<file path="config.mk">
export PLATFORM = sky130hd
export DESIGN_NAME = ptc_ctrl
export DESIGN_NICKNAME = d
export VERILOG_FILES = /design/src/hw/rtl/ptc_pkg.sv /design/src/hw/rtl/ptc_ctrl.sv
export SDC_FILE = /design/constraint.sdc
export NUM_CORES = 1
export LEC_CHECK = 0
export BUFFER_PORTS_ARGS = -buffer_cell sky130_fd_sc_hd__buf_2
export CAP_MARGIN = 20
export CORE_MARGIN = 3
export CORE_UTILIZATION = 48
export CTS_BUF_LIST = sky130_fd_sc_hd__clkbuf_4 sky130_fd_sc_hd__clkbuf_8
export DETAILED_ROUTE_END_ITERATION = 10
export PLACE_DENSITY = 0.8
export REMOVE_ABC_BUFFERS = 1
export SYNTH_ARGS = -nofsm -noshare
export SYNTH_HDL_FRONTEND = slang
export SYNTH_SLANG_ARGS = --single-unit
</file>
<file path="constraint.sdc">
create_clock -name clk -period 1.96 [get_ports clk]
set_input_delay 0.098 -clock clk [delete_from_list [all_inputs] [get_ports clk]]
set_output_delay 0.098 -clock clk [all_outputs]
set_load 0.02 [all_outputs]
</file>
<file path="src/hw/rtl/ptc_pkg.sv">
// Shared types and constants of the port traffic counter table.
// Item layouts, status and kind codes, controller states and the
// command and status groups between controller and datapath.
package ptc_pkg;

    localparam logic [7:0] PROTO_TCP = 8'd6;
    localparam logic [7:0] PROTO_UDP = 8'd17;

    // most snapshot items one tick may report
    localparam int MAX_RESULTS = 32;
    localparam int REPORT_W    = $clog2(MAX_RESULTS + 1);

    typedef enum logic [1:0] {
        KIND_PACKET = 2'd0,
        KIND_ADD    = 2'd1,
        KIND_DEL    = 2'd2,
        KIND_TICK   = 2'd3
    } kind_t;

    typedef enum logic [3:0] {
        ST_COUNTED  = 4'd0,
        ST_IGNORED  = 4'd1,
        ST_ADDED    = 4'd2,
        ST_PRESENT  = 4'd3,
        ST_FULL     = 4'd4,
        ST_REMOVED  = 4'd5,
        ST_NOTFOUND = 4'd6,
        ST_SNAPSHOT = 4'd7,
        ST_EMPTY    = 4'd8
    } status_t;

    typedef enum logic [2:0] {
        S_IDLE,
        S_LOOK,
        S_UPDATE,
        S_REPLY,
        S_SCAN_RD,
        S_SCAN_WR
    } state_t;

    typedef struct packed {
        kind_t       kind;
        logic [7:0]  protocol;
        logic [15:0] port;
        logic [15:0] ip_length;
        logic        syn_flag;
    } in_item_t;

    typedef struct packed {
        logic [3:0]  status;
        logic [7:0]  entry_protocol;
        logic [15:0] entry_port;
        logic [31:0] packets;
        logic [31:0] bytes;
        logic [31:0] connections;
        logic        last;
    } out_item_t;

    // controller -> datapath
    typedef struct packed {
        logic    load_in;
        logic    ram_rd;
        logic    rd_scan;
        logic    wr_count;
        logic    insert;
        logic    remove;
        logic    scan_clr;
        logic    scan_adv;
        logic    wr_clear;
        logic    emit;
        logic    emit_snap;
        status_t code;
    } ptc_cmd_t;

    // datapath -> controller
    typedef struct packed {
        kind_t kind;
        logic  proto_ok;
        logic  hit;
        logic  has_free;
        logic  scan_valid;
        logic  scan_last;
        logic  any_reported;
        logic  out_free;
    } ptc_stat_t;

endpackage

</file>
<file path="src/hw/rtl/ptc_ctrl.sv">
// Controller state machine of the port traffic counter table.
// Uses ptc_pkg; drives ptc_cmd_t to the datapath and reads ptc_stat_t back.
module ptc_ctrl (
    input  logic               clk,
    input  logic               rst_n,
    input  logic               in_valid,
    output logic               ready,
    input  ptc_pkg::ptc_stat_t stat,
    output ptc_pkg::ptc_cmd_t  cmd
);
    import ptc_pkg::*;

    state_t  state_reg, state_next;
    status_t reply_reg, reply_next;

    always_ff @(posedge clk or negedge rst_n)
    begin
        if (!rst_n)
        begin
            state_reg <= S_IDLE;
            reply_reg <= ST_COUNTED;
        end
        else
        begin
            state_reg <= state_next;
            reply_reg <= reply_next;
        end
    end

    always_comb
    begin
        state_next = state_reg;
        reply_next = reply_reg;
        cmd        = '0;
        cmd.code   = reply_reg;
        ready      = 1'b0;

        case (state_reg)
            S_IDLE:
            begin
                ready = 1'b1;
                if (in_valid)
                begin
                    cmd.load_in = 1'b1;
                    state_next  = S_LOOK;
                end
            end

            S_LOOK:
            begin
                state_next = S_REPLY;
                case (stat.kind)
                    KIND_PACKET:
                    begin
                        if (stat.proto_ok && stat.hit)
                        begin
                            cmd.ram_rd = 1'b1;
                            state_next = S_UPDATE;
                        end
                        else
                        begin
                            reply_next = ST_IGNORED;
                        end
                    end
                    KIND_ADD:
                    begin
                        if (stat.hit)
                        begin
                            reply_next = ST_PRESENT;
                        end
                        else if (stat.has_free)
                        begin
                            cmd.insert = 1'b1;
                            reply_next = ST_ADDED;
                        end
                        else
                        begin
                            reply_next = ST_FULL;
                        end
                    end
                    KIND_DEL:
                    begin
                        if (stat.hit)
                        begin
                            cmd.remove = 1'b1;
                            reply_next = ST_REMOVED;
                        end
                        else
                        begin
                            reply_next = ST_NOTFOUND;
                        end
                    end
                    KIND_TICK:
                    begin
                        cmd.scan_clr = 1'b1;
                        state_next   = S_SCAN_RD;
                    end
                    default:
                    begin
                        state_next = S_IDLE;
                    end
                endcase
            end

            S_UPDATE:
            begin
                if (stat.out_free)
                begin
                    cmd.wr_count = 1'b1;
                    cmd.emit     = 1'b1;
                    cmd.code     = ST_COUNTED;
                    state_next   = S_IDLE;
                end
            end

            S_REPLY:
            begin
                if (stat.out_free)
                begin
                    cmd.emit   = 1'b1;
                    state_next = S_IDLE;
                end
            end

            S_SCAN_RD:
            begin
                cmd.ram_rd  = 1'b1;
                cmd.rd_scan = 1'b1;
                state_next  = S_SCAN_WR;
            end

            S_SCAN_WR:
            begin
                if (!stat.scan_valid || stat.out_free)
                begin
                    cmd.wr_clear  = 1'b1;
                    cmd.emit      = stat.scan_valid;
                    cmd.emit_snap = stat.scan_valid;
                    if (stat.scan_last)
                    begin
                        if (!stat.scan_valid && !stat.any_reported)
                        begin
                            reply_next = ST_EMPTY;
                            state_next = S_REPLY;
                        end
                        else
                        begin
                            state_next = S_IDLE;
                        end
                    end
                    else
                    begin
                        cmd.scan_adv = 1'b1;
                        state_next   = S_SCAN_RD;
                    end
                end
            end

            default:
            begin
                state_next = S_IDLE;
            end
        endcase
    end

endmodule

</file>
Yosys cells after proc, flatten, opt, wreduce, memory -nomap -nowiden
Index checks and enable logic that the tools add are counted.
W data, S select, Z words.
{ "word_totals": {"regBits": 7, "in_bits": 12, "output_inout_bits": 16, "word_cells": 68} }
{ "classes": {"n_eq_ne": 15, "n_mux": 40, "reduce_logical": 11} }
{ "op_table": {"columns": ["op", "count"], "rows": [
  ["$mux W4", 8],
  ["$mux W3", 6],
  ["$mux W1", 17],
  ["$pmux W3 S5", 1],
  ["$pmux W4 S3", 1],
  ["$ne A2 B2 Y1 const B", 4],
  ["$pmux W4 S2", 1],
  ["$eq A3 B2 Y1 const B", 2],
  ["$eq A3 B3 Y1 const B", 2],
  ["$mux W2", 3],
  ["$pmux W3 S2", 1],
  ["$reduce_and A6 Y1", 1],
  ["$eq A2 B2 Y1 const B", 2],
  ["$ne A4 B1 Y1 const B", 1],
  ["$pmux W1 S2", 2],
  ["$eq A3 B1 Y1 const B", 1],
  ["$logic_not A3 Y1", 1],
  ["$ne A3 B3 Y1 const B", 1],
  ["$reduce_and A3 Y1", 1],
  ["$eq A2 B1 Y1 const B", 1],
  ["$logic_and A1 B1 Y1", 2],
  ["$logic_not A1 Y1", 2],
  ["$logic_not A2 Y1", 1],
  ["$ne A2 B1 Y1 const B", 1],
  ["3 further kinds", 3]
]} }

Logic depth before layout (Yosys ltp)
{ "logic_depth": {"word_depth": 6, "mapped_depth": 6, "ltp_nobuf": 6} }

Least setup slack after synthesis
No wires, ideal clock.
{ "synth_timing": {"path_kind": "reg-to-output", "startpoint": "reg state_reg[2]", "endpoint": "out cmd[0] (netlist bit)", "arrival_time_ps": 1541, "required_ps": 1862, "path_slack_ps": 321, "stages_incl_launch_ff": 4, "n_path_buf": 1, "path_cell_list": "dfrtp_1 -> buf_2 -> nor3_1 -> nor2b_1"} }
{ "synth_rtl": {"columns": ["element", "line", "rtl"], "rows": [
  ["from (decl)", "ptc_ctrl.sv:13", "state_t state_reg, state_next;"],
  ["from (signal assigned)", "ptc_ctrl.sv:25", "state_reg <= state_next;"],
  ["to (decl)", "ptc_ctrl.sv:9", "output ptc_pkg::ptc_cmd_t cmd"]
]} }

Worst setup path in the final report
{ "layout_timing": {"startpoint": "reg state_reg[2]", "endpoint": "reg reply_reg[2]"} }
{ "layout_via": {"elab_chain_cells": 3, "elab_cells_between_ends": 10, "cone_classes": "eq/ne (7); mux (1); reduce/logical (2)"} }
{ "layout_lines": {"columns": ["element", "line", "rtl"], "rows": [
  ["$eq A3 B1 Y1 / $eq A3 B3 Y1 (equally long branches)", "ptc_ctrl.sv:38", "case (state_reg)"],
  ["$ne A4 B1 Y1 (no source line), or another cell as far along", null, null],
  ["$reduce_and A6 Y1 (no source line)", null, null],
  ["to (signal assigned)", "ptc_ctrl.sv:26", "reply_reg <= reply_next;"],
  ["to (decl)", "ptc_ctrl.sv:14", "status_t reply_reg, reply_next;"]
]} }
Several ways; a longest one is shown, not always the timed one.
A chain may end at the register's enable or synchronous reset.

==> results.md <==
- Outcome: completed
- Total number of vias: 684
- Final wirelength: around 1700 µm
- Post-route ant nets: 0
- Slowest stage delay, CP: around 600 ps
- Core Area: between 0.001 and 0.0015 mm²
- CTS max path bufs: 2
- Die area: roughly 0.0019 mm²
- Synthesized cell area: roughly 670 µm²
- Cell accounting for the most synthesized area: dfrtp_1
- Clock sink count: 7
- Crit path from: state_reg[2]
- GR Overflow Total: 0
- Design Power: between 1 and 1.5 mW
- Yosys reg bits: 7
- First-pass iteration count of the detailed router: 7
- Initial antenna violation count: 0
- Die Span Y: between 40 and 50 µm
- All-Layer GR Usage: about a fifth
- Worst Path Arrival: 1860 ps
- Minimum clock period after layout: 1730 ps
- Tightest Pin Transition: about 450 ps
- Vias/cell: slightly below 6
- Buffers and inverters on the worst path: 0
- H-tree levels: 1
- Cts repair resizes: 0
- Post-CTS Hold Fix Bufs: 1
- Slew headroom: between 60% and 70%
- M1 GR Usage: 23.2%
- Synthesized area per cell: 9.03 µm²
- Number of port buffers: 27
- FMAX: 578 MHz
- Post-synth EDFFs: 0
- Dpl hpwl: about 1200 µm
- Layout Nets: around 120
- Top FF cell, synth: dfrtp_1
- Routed WL per cell: around 14 µm
- Setup_tns: 0 ps
- Setup Buffers After CTS: 0
- Most common cell in the netlist: dfrtp_1
- Vias in the first global route: approximately 600
- FFs w/ async S/R, synth: between 90% and 100%
- I/O pin count: 28
- WP data required: around 2100 ps
- Cell family with most CP delay: simple AND/OR/NAND/NOR gates
- Reg clk slew, reported paths: ~50 ps
- Synth top area share: between 20% and 30%
- # fillers: 93
- Cell count after synthesis: 74
- Initial Util: a little under three fifths
- Startpoint types: flop
- Antenna cell count: 0
- Worst slack at placement: a little under 300 ps
- Total CTS buffers: 3
- Fin util: slightly above 70%
- Leakage power: roughly 0.47 nW
- Crit-path max FO: 12
- Area delta synth->final: 26.8%
- Met2 Usage GRT: ~35%
- Worst Hold Class: in2async
- Peak VDD IR: ~0.00057 V
- Overall die width: about 43 µm
- Clk_skew: roughly 5.4 ps
- Final Hold Vio Count: 0
- Register area share after synthesis: 26.2%
- GRT busiest layer: met2
- Setup violators final: 0
- Worst path cell trace: nand2b_1, nor4_4, nor2b_4, mux2_4
- Fin Hold WS: ~190 ps
- Routability cong.: 0.819
- Fin. max-slew vios: 0
- Max cap viols: 0
- Syn. warnings: 0
- Setup ws final: between 200 and 250 ps
- DRC viols: 0
- Rows: 12
- Count of cell types in the netlist: 34
- Detailed Route Iter0 Violations: 25
- Top post-synthesis cells by area: dfrtp_1, ha_1, mux2_4
- First-pass GRT wire length: 2770 µm
- Reg-to-reg startpoint: state_reg[2]
- Share of layout cells above drive strength 1: between 30% and 40%
- Period utilisation layout: between 80 and 90%
- Max stage delay cell, worst path: dfrtp_1
- Pwr dens: 1280 mW/mm²
- Setup crit end kind: flop
- Seq. cell area: 175 µm²
- Critical path class: reg2reg
- Met3 Track Usage GR: under 10%
- RSZ-0062 raised after global routing: false
- Largest net degree at the start of global routing: 13
- TritonCTS clock tree: yes
- Flip-flop count of the largest register after layout: 4
- Multi-input combinational cell area: 453 µm²
- CTS root buf: clkbuf_4
- Worst skew pair latency: 250 ps
## power breakdown
group	switching (mW)	internal [mW]	leakage (nW)
logic	0.350	0.290	0.363
clock network	0.0527	0.0915	0.0184
registers	0.100	0.202	0.0897
total	0.503	0.584	0.471
## worst register-to-register path: cells and delay by family (launching register included)
family	cells	cell delay, ps
DFF	1	600
muxes	1	310
and+or+nand+nor	3	700
## path summary, 6_finish.rpt
kind / to / cells past startpoint / slack, ps
max: reply_reg[2] / 4 / 230
min: state_reg[1] / 2 / 190
min reg2reg: reply_reg[3] / 1 / 480
min in group clk: reply_reg[3] / 3 / 190
max in group asynchronous: reply_reg[2] / 2 / 1610
max reg2reg: reply_reg[2] / 4 / 230
## layout by cell type (no fill, tap or decap), types with 2 or more instances in the layout
master    count
nand2_1       5
o21ai_0       2
and2_1        2
inv_1         5
clkbuf_4      4
buf_2        27
ha_1          4
nand2b_1      4
nor2_1        5
nor3_1        3
a21oi_1       5
mux2_4        3
dfrtp_1       7
and3_1        2
nor2b_1       5
## per-layer routing
metal | up-vias | wire [µm]
met5 | - | 0
met4 | 0 | 35
met3 | 5 | 156
met2 | 38 | 839
met1 | 316 | 642
li1 | 325 | -
## metrics by stage
| stage | cell area, µm² | std cells |
|---|---|---|
| final | 847 | 118 |
| after global routing | 847 | 118 |
| after CTS | 847 | 118 |
| after detailed placement | 807 | 113 |
| after global placement | 807 | 113 |
| after floorplan | 647 | 71 |
## kinds of logic after synthesis
logic type	after synthesis	synth area share, %
and+or+nand+nor	36	36.9
AOI/OAI and AO/OA	16	16.7
muxes	3	6.74
adders and majority gates	4	7.49
buffers and inverters	8	5.99
DFF	7	26.2
## area by class of cell
class	count	area share, %
Timing Repair Buffer	29	18.0
Tap cell	14	2.07
Sequential cell	7	20.7
Clock buffer	4	3.55
Multi-Input combinational cell	59	53.5
Inverter	5	2.22
(Power assumes the default switching activity.)
